$ cat src/rtl/vvrm_pkg.sv
// Package: shared types and constants for the volume ramp mixer.
`timescale 1ns / 1ps
`default_nettype none
package vvrm_pkg;
  localparam int unsigned LevelW = 7;
  localparam int unsigned OutW   = 14;
  localparam int unsigned RecipW = 29;
  localparam int unsigned RecipShift = 42;
  localparam logic [13:0] FullScale = 14'h3FFF;
  localparam logic [6:0]  VolMax    = 7'h7F;
  localparam logic [6:0]  PanHalf   = 7'h40;
  // ceil(2^42 / (127 * 127)): divide by 127 twice as one multiply and shift
  localparam logic [28:0] LevelRecip = 29'd272679430;
  localparam logic        CmdStart  = 1'b0;
  localparam logic        CmdTick   = 1'b1;

  typedef struct packed {
    logic       cmd;
    logic [4:0] voice;
    logic [6:0] start_level;
    logic [6:0] target_level;
    logic [14:0] duration;
    logic [6:0] bank_volume;
    logic [6:0] prog_volume;
    logic [6:0] timbre_volume;
    logic [6:0] timbre_pan;
    logic [6:0] prog_pan;
    logic [6:0] note_pan;
  } in_item_t;

  typedef struct packed {
    logic [4:0]  out_voice;
    logic [13:0] left_level;
    logic [13:0] right_level;
    logic [6:0]  current_level;
    logic        ramp_active;
  } out_item_t;
endpackage
`default_nettype wire

$ cat src/rtl/vvrm_in_if.sv
// Interface: input item channel.
`timescale 1ns / 1ps
`default_nettype none
interface vvrm_in_if import vvrm_pkg::*; ();
  logic     valid;
  logic     ready;
  in_item_t data;
  modport source (output valid, output data, input ready);
  modport sink (input valid, input data, output ready);
endinterface
`default_nettype wire

$ cat src/rtl/vvrm_out_if.sv
// Interface: result item channel.
`timescale 1ns / 1ps
`default_nettype none
interface vvrm_out_if import vvrm_pkg::*; ();
  logic      valid;
  logic      ready;
  out_item_t data;
  modport source (output valid, output data, input ready);
  modport sink (input valid, input data, output ready);
endinterface
`default_nettype wire

$ cat src/rtl/voice_volume_ramp_mixer.sv
// Top level: per-voice volume ramp with gain and pan mixing.
`timescale 1ns / 1ps
`default_nettype none
// Each item runs through one shared multiplier under a small sequencer, with a
// restoring divider (one quotient bit per cycle) for the start plan. A start
// item holds the input through load, a 15-bit divide, plan and idle. A tick
// that falls due holds it through load, six multiply steps for the gains and
// the two divides by 127*127, three pan scalings, result and idle. A tick that
// only counts down and a start with equal levels go back to idle from load; an
// item for a voice at or above VOICE_COUNT is dropped at once. A result waits
// in the output register while the next item is taken; a due tick stalls only
// while that register is full and not being read.
module voice_volume_ramp_mixer import vvrm_pkg::*; #(
  parameter int unsigned VOICE_COUNT = 24
) (
  input  wire logic clk_i,
  input  wire logic rst_ni,
  input  wire logic cfg_we_i,
  input  wire logic cfg_wdata_i,
  vvrm_in_if.sink   in_if,
  vvrm_out_if.source out_if
);
  localparam int unsigned VW = (VOICE_COUNT > 1) ? $clog2(VOICE_COUNT) : 1;
  localparam int unsigned AccW = 28;

  typedef enum logic [2:0] {
    S_IDLE, S_LOAD, S_DIV, S_PLAN, S_MUL, S_PAN, S_DONE
  } state_e;

  state_e state_q;
  in_item_t it_q;
  logic [VW-1:0] v_q;
  logic mono_q;

  logic [VOICE_COUNT-1:0] act_q;
  logic [7:0]  step_q [VOICE_COUNT];
  logic [14:0] intv_q [VOICE_COUNT];
  logic [15:0] cnt_q  [VOICE_COUNT];
  logic [6:0]  cur_q  [VOICE_COUNT];
  logic [6:0]  end_q  [VOICE_COUNT];

  logic [14:0]   num_q, quo_q;
  logic [14:0]   rem_q;
  logic [14:0]   den_q;
  logic [3:0]    bit_q;
  logic [2:0]    phase_q;
  logic [1:0]    pan_q;
  logic [AccW-1:0] acc_q;
  logic [OutW-1:0] left_q, right_q;
  logic [6:0]    newcur_q;
  logic          newact_q;
  out_item_t     res_q;
  logic          ovalid_q;

  logic [15:0] rem_sh;
  logic        rem_ge;
  logic [AccW-1:0] mul_a;
  logic [RecipW-1:0] mul_b;
  logic [AccW+RecipW-1:0] mul_p;
  logic [7:0]  diff, mag;
  logic [14:0] dnz;
  logic [6:0]  pan_v;
  logic        pan_r;
  logic        out_load;

  assign rem_sh = {rem_q, num_q[bit_q]};
  assign rem_ge = rem_sh >= {1'b0, den_q};
  assign mul_p  = {{RecipW{1'b0}}, mul_a} * {{AccW{1'b0}}, mul_b};
  assign diff   = {1'b0, it_q.target_level} - {1'b0, it_q.start_level};
  assign mag    = diff[7] ? 8'(-diff) : diff;
  assign dnz    = (it_q.duration == 15'd0) ? 15'd1 : it_q.duration;
  always_comb begin
    unique case (pan_q)
      2'd0:    pan_v = it_q.timbre_pan;
      2'd1:    pan_v = it_q.prog_pan;
      default: pan_v = it_q.note_pan;
    endcase
    pan_r = pan_v < PanHalf;
    mul_a = acc_q;
    unique case (phase_q)
      3'd0:    mul_b = {22'd0, it_q.bank_volume};
      3'd1:    mul_b = {15'd0, FullScale};
      3'd3:    mul_b = {22'd0, it_q.prog_volume};
      3'd4:    mul_b = {22'd0, it_q.timbre_volume};
      default: mul_b = LevelRecip;
    endcase
    if (phase_q == 3'd0) mul_a = {21'd0, newcur_q};
    if (state_q == S_PAN) begin
      mul_a = {14'd0, pan_r ? right_q : left_q};
      mul_b = {22'd0, pan_r ? pan_v : 7'(VolMax - pan_v)};
    end
  end

  assign out_load = (state_q == S_DONE) && (!ovalid_q || out_if.ready);
  assign in_if.ready = (state_q == S_IDLE);
  assign out_if.valid = ovalid_q;
  assign out_if.data  = res_q;

  always_ff @(posedge clk_i or negedge rst_ni) begin
    if (!rst_ni) begin
      state_q <= S_IDLE;
      mono_q <= 1'b0;
      ovalid_q <= 1'b0;
      phase_q <= 3'd0;
      pan_q <= 2'd0;
      act_q <= '0;
      for (int i = 0; i < VOICE_COUNT; i++) begin
        step_q[i] <= '0; intv_q[i] <= '0; cnt_q[i] <= '0;
        cur_q[i] <= '0; end_q[i] <= '0;
      end
    end else begin
      if (cfg_we_i) mono_q <= cfg_wdata_i;
      if (out_load) ovalid_q <= 1'b1;
      else if (out_if.valid && out_if.ready) ovalid_q <= 1'b0;
      unique case (state_q)
        S_IDLE: if (in_if.valid && in_if.ready) begin
          it_q <= in_if.data;
          v_q <= VW'(in_if.data.voice);
          if ({27'd0, in_if.data.voice} < 32'(VOICE_COUNT)) state_q <= S_LOAD;
        end
        S_LOAD: begin
          phase_q <= 3'd0;
          if (it_q.cmd == CmdStart) begin
            if (diff == 8'd0) state_q <= S_IDLE;
            else begin
              if ({7'd0, mag} < dnz) begin
                num_q <= dnz; den_q <= {7'd0, mag};
              end else begin
                num_q <= {7'd0, mag}; den_q <= dnz;
              end
              rem_q <= '0; bit_q <= 4'd14; state_q <= S_DIV;
            end
          end else if (intv_q[v_q] != 15'd0 && cnt_q[v_q] != 16'd0 && !cnt_q[v_q][15]) begin
            cnt_q[v_q] <= cnt_q[v_q] - 16'd1;
            state_q <= S_IDLE;
          end else begin
            logic [8:0] s;
            logic [8:0] e;
            logic pos, neg, hit;
            if (intv_q[v_q] != 15'd0) cnt_q[v_q] <= {1'b0, intv_q[v_q]};
            s = {1'b0, cur_q[v_q]} + {step_q[v_q][7], step_q[v_q]};
            e = {2'd0, end_q[v_q]};
            pos = !step_q[v_q][7] && step_q[v_q] != 8'd0;
            neg = step_q[v_q][7];
            hit = (pos && $signed(s) >= $signed(e)) || (neg && $signed(s) <= $signed(e));
            newact_q <= hit ? 1'b0 : act_q[v_q];
            if (hit) begin
              newcur_q <= end_q[v_q]; act_q[v_q] <= 1'b0; cur_q[v_q] <= end_q[v_q];
            end else if (s[8]) begin
              newcur_q <= 7'd0; cur_q[v_q] <= 7'd0;
            end else if (s[7]) begin
              newcur_q <= VolMax; cur_q[v_q] <= VolMax;
            end else begin
              newcur_q <= s[6:0]; cur_q[v_q] <= s[6:0];
            end
            state_q <= S_MUL;
          end
        end
        S_DIV: begin
          rem_q <= rem_ge ? 15'(rem_sh - {1'b0, den_q}) : rem_sh[14:0];
          quo_q <= {quo_q[13:0], rem_ge};
          if (bit_q == 4'd0) state_q <= S_PLAN;
          else bit_q <= bit_q - 4'd1;
        end
        S_PLAN: begin
          act_q[v_q] <= 1'b1;
          cur_q[v_q] <= it_q.start_level;
          end_q[v_q] <= it_q.target_level;
          if ({7'd0, mag} < dnz) begin
            step_q[v_q] <= diff[7] ? 8'hFF : 8'h01;
            intv_q[v_q] <= quo_q;
            cnt_q[v_q] <= {1'b0, quo_q};
          end else begin
            step_q[v_q] <= diff[7] ? 8'(-quo_q[7:0]) : quo_q[7:0];
            intv_q[v_q] <= '0;
          end
          state_q <= S_IDLE;
        end
        S_MUL: begin
          if (phase_q == 3'd5) begin
            left_q <= mul_p[RecipShift +: OutW];
            right_q <= mul_p[RecipShift +: OutW];
            pan_q <= 2'd0;
            state_q <= S_PAN;
          end else if (phase_q == 3'd2) begin
            acc_q <= {14'd0, mul_p[RecipShift +: OutW]};
          end else begin
            acc_q <= mul_p[AccW-1:0];
          end
          phase_q <= phase_q + 3'd1;
        end
        S_PAN: begin
          if (pan_r) right_q <= mul_p[6 +: OutW];
          else left_q <= mul_p[6 +: OutW];
          if (pan_q == 2'd2) state_q <= S_DONE;
          pan_q <= pan_q + 2'd1;
        end
        S_DONE: if (out_load) begin
          res_q.out_voice <= it_q.voice;
          res_q.current_level <= newcur_q;
          res_q.ramp_active <= newact_q;
          if (mono_q) begin
            res_q.left_level <= (right_q > left_q) ? right_q : left_q;
            res_q.right_level <= (right_q > left_q) ? right_q : left_q;
          end else begin
            res_q.left_level <= left_q; res_q.right_level <= right_q;
          end
          state_q <= S_IDLE;
        end
        default: state_q <= S_IDLE;
      endcase
    end
  end

  a_busy: assert property (@(posedge clk_i) disable iff (!rst_ni)
    state_q != S_IDLE |-> !in_if.ready) else $error("ready while busy");
  a_done: assert property (@(posedge clk_i) disable iff (!rst_ni)
    state_q == S_DONE |=> out_if.valid) else $error("result lost");
  a_hold: assert property (@(posedge clk_i) disable iff (!rst_ni)
    out_if.valid && !out_if.ready |=> out_if.valid && $stable(out_if.data))
    else $error("result changed while waiting");
endmodule
`default_nettype wire

$ cat src/flat_wrapper.sv
// flat-port wrapper written by rule: the top's interface ports become plain ports
module voice_volume_ramp_mixer_flat import vvrm_pkg::*;
#(
  parameter int unsigned VOICE_COUNT = 24
)
  (clk_i, rst_ni, cfg_we_i, cfg_wdata_i, in_if_valid, in_if_data, in_if_ready, out_if_valid, out_if_data, out_if_ready);
  vvrm_in_if in_if_i ();
  vvrm_out_if out_if_i ();
  input  wire logic clk_i;
  input  wire logic rst_ni;
  input  wire logic cfg_we_i;
  input  wire logic cfg_wdata_i;
  input wire logic [$bits(in_if_i.valid)-1:0] in_if_valid;
  input wire logic [$bits(in_if_i.data)-1:0] in_if_data;
  output wire logic [$bits(in_if_i.ready)-1:0] in_if_ready;
  output wire logic [$bits(out_if_i.valid)-1:0] out_if_valid;
  output wire logic [$bits(out_if_i.data)-1:0] out_if_data;
  input wire logic [$bits(out_if_i.ready)-1:0] out_if_ready;
  assign in_if_i.valid = in_if_valid;
  assign in_if_i.data = in_if_data;
  assign in_if_ready = in_if_i.ready;
  assign out_if_valid = out_if_i.valid;
  assign out_if_data = out_if_i.data;
  assign out_if_i.ready = out_if_ready;
  voice_volume_ramp_mixer #(.VOICE_COUNT(VOICE_COUNT)) u_core (.clk_i(clk_i), .rst_ni(rst_ni), .cfg_we_i(cfg_we_i), .cfg_wdata_i(cfg_wdata_i), .in_if(in_if_i), .out_if(out_if_i));
endmodule
$ cat config.mk
export PLATFORM = sky130hd
export DESIGN_NAME = voice_volume_ramp_mixer_flat
export DESIGN_NICKNAME = d
export VERILOG_FILES = /design/src/rtl/vvrm_pkg.sv /design/src/rtl/vvrm_in_if.sv /design/src/rtl/vvrm_out_if.sv /design/src/rtl/voice_volume_ramp_mixer.sv /design/src/flat_wrapper.sv
export SDC_FILE = /design/constraint.sdc
export NUM_CORES = 2
export LEC_CHECK = 0
export BUFFER_PORTS_ARGS = -buffer_cell sky130_fd_sc_hd__buf_2
export CAP_MARGIN = 20
export CORE_ASPECT_RATIO = 2
export CORE_MARGIN = 2
export CORE_UTILIZATION = 55
export CTS_CLUSTER_SIZE = 30
export DETAILED_ROUTE_END_ITERATION = 8
export PLACE_DENSITY = 0.71
export RECOVER_POWER = 100
export SLEW_MARGIN = 30
export SYNTH_ARGS = -nofsm -noshare
export SYNTH_HDL_FRONTEND = slang
export SYNTH_SLANG_ARGS = --single-unit
$ cat constraint.sdc
create_clock -name clk_i -period 19.2 [get_ports clk_i]
set_input_delay 2.88 -clock clk_i [delete_from_list [all_inputs] [get_ports clk_i]]
set_output_delay 2.88 -clock clk_i [all_outputs]
set_load 0.01 [all_outputs]
Word level (Yosys, flattened, before mapping) --
Index checks and enable logic that the tools add are counted.
Word-level totals: register bits 1552, input port bits 83, output and inout bits 43, word-level logic and storage cells 367
Operators by class: add/subtract/negate cells 10, $mul 1, magnitude comparators 12, equal/unequal tests 29, multiplexer cells 103, bitwise operators 13, reductions and logical operators 44
Operators by type and width (number):
- 384-bit two-way mux | 4
- 384-bit bitwise mux | 3
- 168-bit two-way mux | 5
- 384-bit one-hot mux with 2 select lines | 1
- 168-bit bitwise mux | 4
- 192-bit bitwise mux | 2
- 360-bit AND | 1
- 360-bit bitwise mux | 1
- 360-bit two-way mux | 1
- 360-bit inverter | 1
- 168-bit one-hot mux with 2 select lines | 1
- 192-bit two-way mux | 1
- 168-bit AND | 1
- 168-bit inverter | 1
- 168-bit OR | 1
- 29-bit one-hot mux with 4 select lines | 1
- 15-bit two-way mux | 7
- 14-bit two-way mux | 6
- 28-bit two-way mux | 3
- 16-bit binary-select mux with 5-bit select | 1
- 16-bit demux with 5-bit select | 1
- 15-bit binary-select mux with 5-bit select | 1
- 15-bit demux with 5-bit select | 1
- 24-bit two-way mux | 3
- 75 further kinds | 160

Logic depth before layout (Yosys ltp) --
word-level depth 12, mapped depth 39, mapped depth without buffers 35

Least setup slack after synthesis --
Ideal clock, no wire load.
path kind register to register, from register u_core.pan_q[0], to register u_core.left_q[8], data pin, arrival time 8.431 ns, path slack 10.491 ns, stages on the path, launching flop included 39, buffers on the path 4, cells stage by stage dfrtp_1 > inv_1 > ha_1 > clkbuf_1 > nor2_1 > nand2_1 > nand2_1 > inv_1 > clkbuf_1 > o211ai_1 > and2_1 > clkbuf_1 > nand2_1 > inv_1 > nor2_1 > fa_1 > inv_1 > fa_1 > [... 3 more ...] > ha_1 > fa_1 > fa_1 > inv_1 > fa_1 > inv_1 > ha_1 > clkbuf_1 > a21oi_1 > o21ai_0 > a21o_1 > o211ai_1 > a211oi_1 > o211ai_1 > a21oi_1 > o41ai_1 > mux2i_1 > o211ai_1
On the way: cells in the longest elaborated chain, start to end 8, elaborated cells between the ends (all ways) 13, classes of those cells 1 x add/sub; 1 x mul; 1 x order compare; 1 x eq/ne; 8 x mux; 1 x reduce/logical
Ends and longest elaborated chain:
- start, declared | line voice_volume_ramp_mixer.sv:47 | logic [1:0] pan_q;
- start signal, assigned | line voice_volume_ramp_mixer.sv:196 | pan_q <= pan_q + 2'd1;
- 2-bit by 1-bit == test with 1-bit output or 2-bit logical NOT (tied branches) | line voice_volume_ramp_mixer.sv:73 | unique case (pan_q)
- 7-bit one-hot mux with 2 select lines (*) | line voice_volume_ramp_mixer.sv:73
- 7-bit subtractor or 7-bit < comparator (tied branches) | line voice_volume_ramp_mixer.sv:90, voice_volume_ramp_mixer.sv:78
- 7-bit two-way mux or 14-bit two-way mux (tied branches) | line voice_volume_ramp_mixer.sv:90, voice_volume_ramp_mixer.sv:89
- 29-bit two-way mux or 28-bit two-way mux (tied branches) | line voice_volume_ramp_mixer.sv:88 | if (state_q == S_PAN) begin
- 28-bit by 29-bit multiplier with 56-bit output (*) | line voice_volume_ramp_mixer.sv:68 | assign mul_p = {{RecipW{1'b0}}, mul_a} * {{AccW{1'b0}}, mul_b};
- 14-bit two-way mux (on tied branches) | line voice_volume_ramp_mixer.sv:193, voice_volume_ramp_mixer.sv:180
- 14-bit one-hot mux with 2 select lines (*) | line voice_volume_ramp_mixer.sv:115 | unique case (state_q)
- end signal, assigned | line voice_volume_ramp_mixer.sv:181 | left_q <= mul_p[RecipShift +: OutW];
- end signal, assigned | line voice_volume_ramp_mixer.sv:194 | else left_q <= mul_p[6 +: OutW];
- end, declared | line voice_volume_ramp_mixer.sv:49 | logic [OutW-1:0] left_q, right_q;
Mark *: on every way between the ends. The rest lies on a longest branch, timed or not. The select of a mux whose other input is x is not followed. A chain may end at the register's enable or synchronous reset.

==> reports/metrics.cfg <==
[layout]
fin_util_pct = 59.4
multi_input_area_mm2 = 0.0421
final_nets = 8254
ff_latch_area_mm2 = 0.0401
area_growth_pct = 7.48
layout_common_cells = dfrtp_1 (1,306), nand2_1 (915), o21ai_0 (712), inv_1 (617), mux2_2 (498)
final_common_cell = dfrtp_1
drive_gt1_share_pct = 15.2
n_fill_cell = 12700

[floorplan]
die-area_mm2 = 0.161
num_io_pins = 126
die_width_um = 285
core_area_mm2 = 0.157
rows = 206
die_y_um = 565
initial_core_util_pct = 55.2

[clock_network]
cts.sinks = 1552
cts_root_buf = clkbuf_16
cts_setup_buffers = 0
htree_levels = 4
worst_skew_pair.late_latency_ns = 0.80
clk_pin_slew_ns = 0.07
cts_resized = 0
cts_max_path_buffers = 3
cts_hold_buf = 0
cts_made_buffers = 144
cts_tree = yes

[timing]
period_share_pct = 71.4
slew_viol_final = 2422
finalSetupTns_ns = 0
setup_viol_count_final = 0
slew_headroom_pct = -443
fmax_mhz = 72.9
hold_ws_ns = 0.422
layout_min_cycle_time_ns = 13.71
hold_viol_final = 0
rsz0062_at_grt = no
fin_worst_skew_ns = 0.0308
tightest_slew_ns = 8.14

[outcome]
status = finished, violations left
violations = max-capacitance violations, max-slew violations

[worst_setup_path]
startpoint_type = register
cp_data_required_time_ns = 19.89
cpLargestDelayFamily = buffers and inverters
r2r_end = u_core.cur_q[145]
crit_path_end_kind = register
cpPeakStageDelay_ns = 5.63
reg2reg_setup_slack_ns = 5.49
crit_top_cell = buf_4
critical_path_class = register to register
arrival_ns = 14.41
crit_chain = clkbuf_1, or4b_2, buf_4, o22ai_1, nor4_1, nand2_1, fa_1, a21oi_1, o21ai_0, o21a_1, nor2_1, xnor2_1, ha_1, a2111oi_0, a32oi_1, nor2b_1, o211a_2, nor3_1, buf_4, mux2i_1, a22oi_4, o2bb2ai_1
cp_max_fo = 99
r2r_start = u_core.it_q[71]
cp_num_buf_inv = 3
cp_slowest_cell = clkbuf_1
reg2reg_depth = 22

[route]
ant_nets = 0
vias_per_cell = 6.18
routed_wl_um = 242000
wl_per_cell_um = 25.1
via_count = 59700
firstDrtPassIters = 6
drcViolationCount = 0
first_iter_violations = 5677

[yosys]
synth_edf_count = 246
synth.ff_latch_count = 1552
yosys.area.top_type = dfrtp_1
synth.cell_area_mm2 = 0.0867
ys_warn_count = 0
synth_cells = 7541
synth_flop_cell = dfrtp_1
synthDistinctLibCells = 93
syn_area_per_cell_um2 = 11.5
synth_top_area_share_pct = 37.7
synth-seq-area-share_pct = 46.2
synthArstFlopShare_pct = 84.1
ys_top_cells_by_area = dfrtp_1 (38%), fa_1 (9.1%), edfxtp_1 (8.5%)

[placed_design]
io_buffers = 125
gp_congestion = 0.966
dp_hpwl_um = 156000

[global_routing]
overflow = 0
grt_max_degree = 159
grt_pass1_wl_um = 371000
grt.total_usage_pct = 30.4
grt_pass1_vias = 59600
antenna_found_initial = 5

[min_path]
min_to = u_core.out_if.data[0]
hold_class = register to register
hold_depth = 0
hold_path_startpoint = u_core.newact_q

[run]
cap_viol_max_count = 58

==> layout make-up <==
cell class                 count  area share, %
antenna                        4         0.0107
clock buffer                 193           4.32
clock inverter                60          0.661
inverter                     619           2.49
multi-input combinational   4897           45.2
sequential                  1552           43.0
tap                         2080           2.79
timing repair buffer         258           1.56
==> cell families (layout without fill, tap and decap cells) <==
family / after synthesis / in the layout / synth area share (%)
flip-flops: 1552 / 1552 / 46.2
buffers and inverters: 1098 / 1130 / 5.40
adder cells (fa/ha/maj): 699 / 699 / 13.5
multiplexers: 1040 / 1040 / 15.3
other: 1 / 11 / 0.00433
AND/OR/NAND/NOR: 1633 / 1633 / 8.42
AO/OA/AOI/OAI: 1443 / 1443 / 10.4
XOR/XNOR: 75 / 75 / 0.758
==> synthesized netlist by cell type (35+ instances only) <==
library cell and n:
buf_2 88, a21oi_1 96, nor3_1 38, a22o_1 35, dfrtp_1 1306, o22ai_1 156
o2bb2ai_1 168, buf_6 37, nor2_1 313, inv_1 617, buf_4 40, mux2i_1 344
clkbuf_1 291, nand2_1 932, o21ai_0 715, nand3_1 84, fa_1 393, nand4_1 42
ha_1 306, xnor2_1 51, a21o_1 42, mux2_2 503, mux4_2 175, edfxtp_1 246
a22oi_1 69
==> how the worst max path moves through the flow <==
stage | slack, ns | startpoint | endpoint | depth (start not counted)
after floorplan | 10.49 | u_core.pan_q[0] | u_core.left_q[8] | 38
after global placement | 9.23 | u_core.pan_q[0] | u_core.left_q[8] | 34
after detailed placement | 9.02 | u_core.pan_q[0] | u_core.left_q[8] | 34
after CTS | 8.96 | u_core.pan_q[0] | u_core.left_q[8] | 34
after global routing | 4.17 | u_core.it_q[71] | u_core.cur_q[55] | 23
final | 5.49 | u_core.it_q[71] | u_core.cur_q[145] | 22
==> per-layer routing <==
metal  part of all wire, %  GRT usage (%)
met1                    41           41.8
met2                    46           47.3
met4                   5.2           14.1
met3                   8.2           5.70
met5                 0.013              0
==> registers in the layout, summed over array words and instances (netlist names), 2 cells and up, named ones only <==
signal,flops
u_core.cnt_q,384
u_core.intv_q,360
u_core.step_q,192
u_core.cur_q,168
u_core.end_q,168
u_core.it_q,77
u_core.out_if.data,41
u_core.acc_q,28
u_core.den_q,15
u_core.num_q,15
u_core.quo_q,15
u_core.rem_q,15
u_core.left_q,14
u_core.right_q,14
u_core.newcur_q,7
u_core.bit_q,4
u_core.phase_q,3
u_core.state_q,3
u_core.pan_q,2
==> stage by stage <==
| step | instances | setup slack (ns) | area [µm²] |
|---|---|---|---|
| 3_3_place_gp | 9404 | 9.23 | 88900 |
| 6_report | 9663 | 5.49 | 93200 |
| 4_1_cts | 9658 | 8.96 | 93600 |
| 2_1_floorplan | 7547 | 10.49 | 86700 |
| 3_5_place_dp | 9405 | 9.02 | 89000 |
| 5_1_grt | 9661 | 4.17 | 93200 |
Power is not shown: default switching activity piles up to over one toggle a cycle in this logic, so the estimate is an artifact.
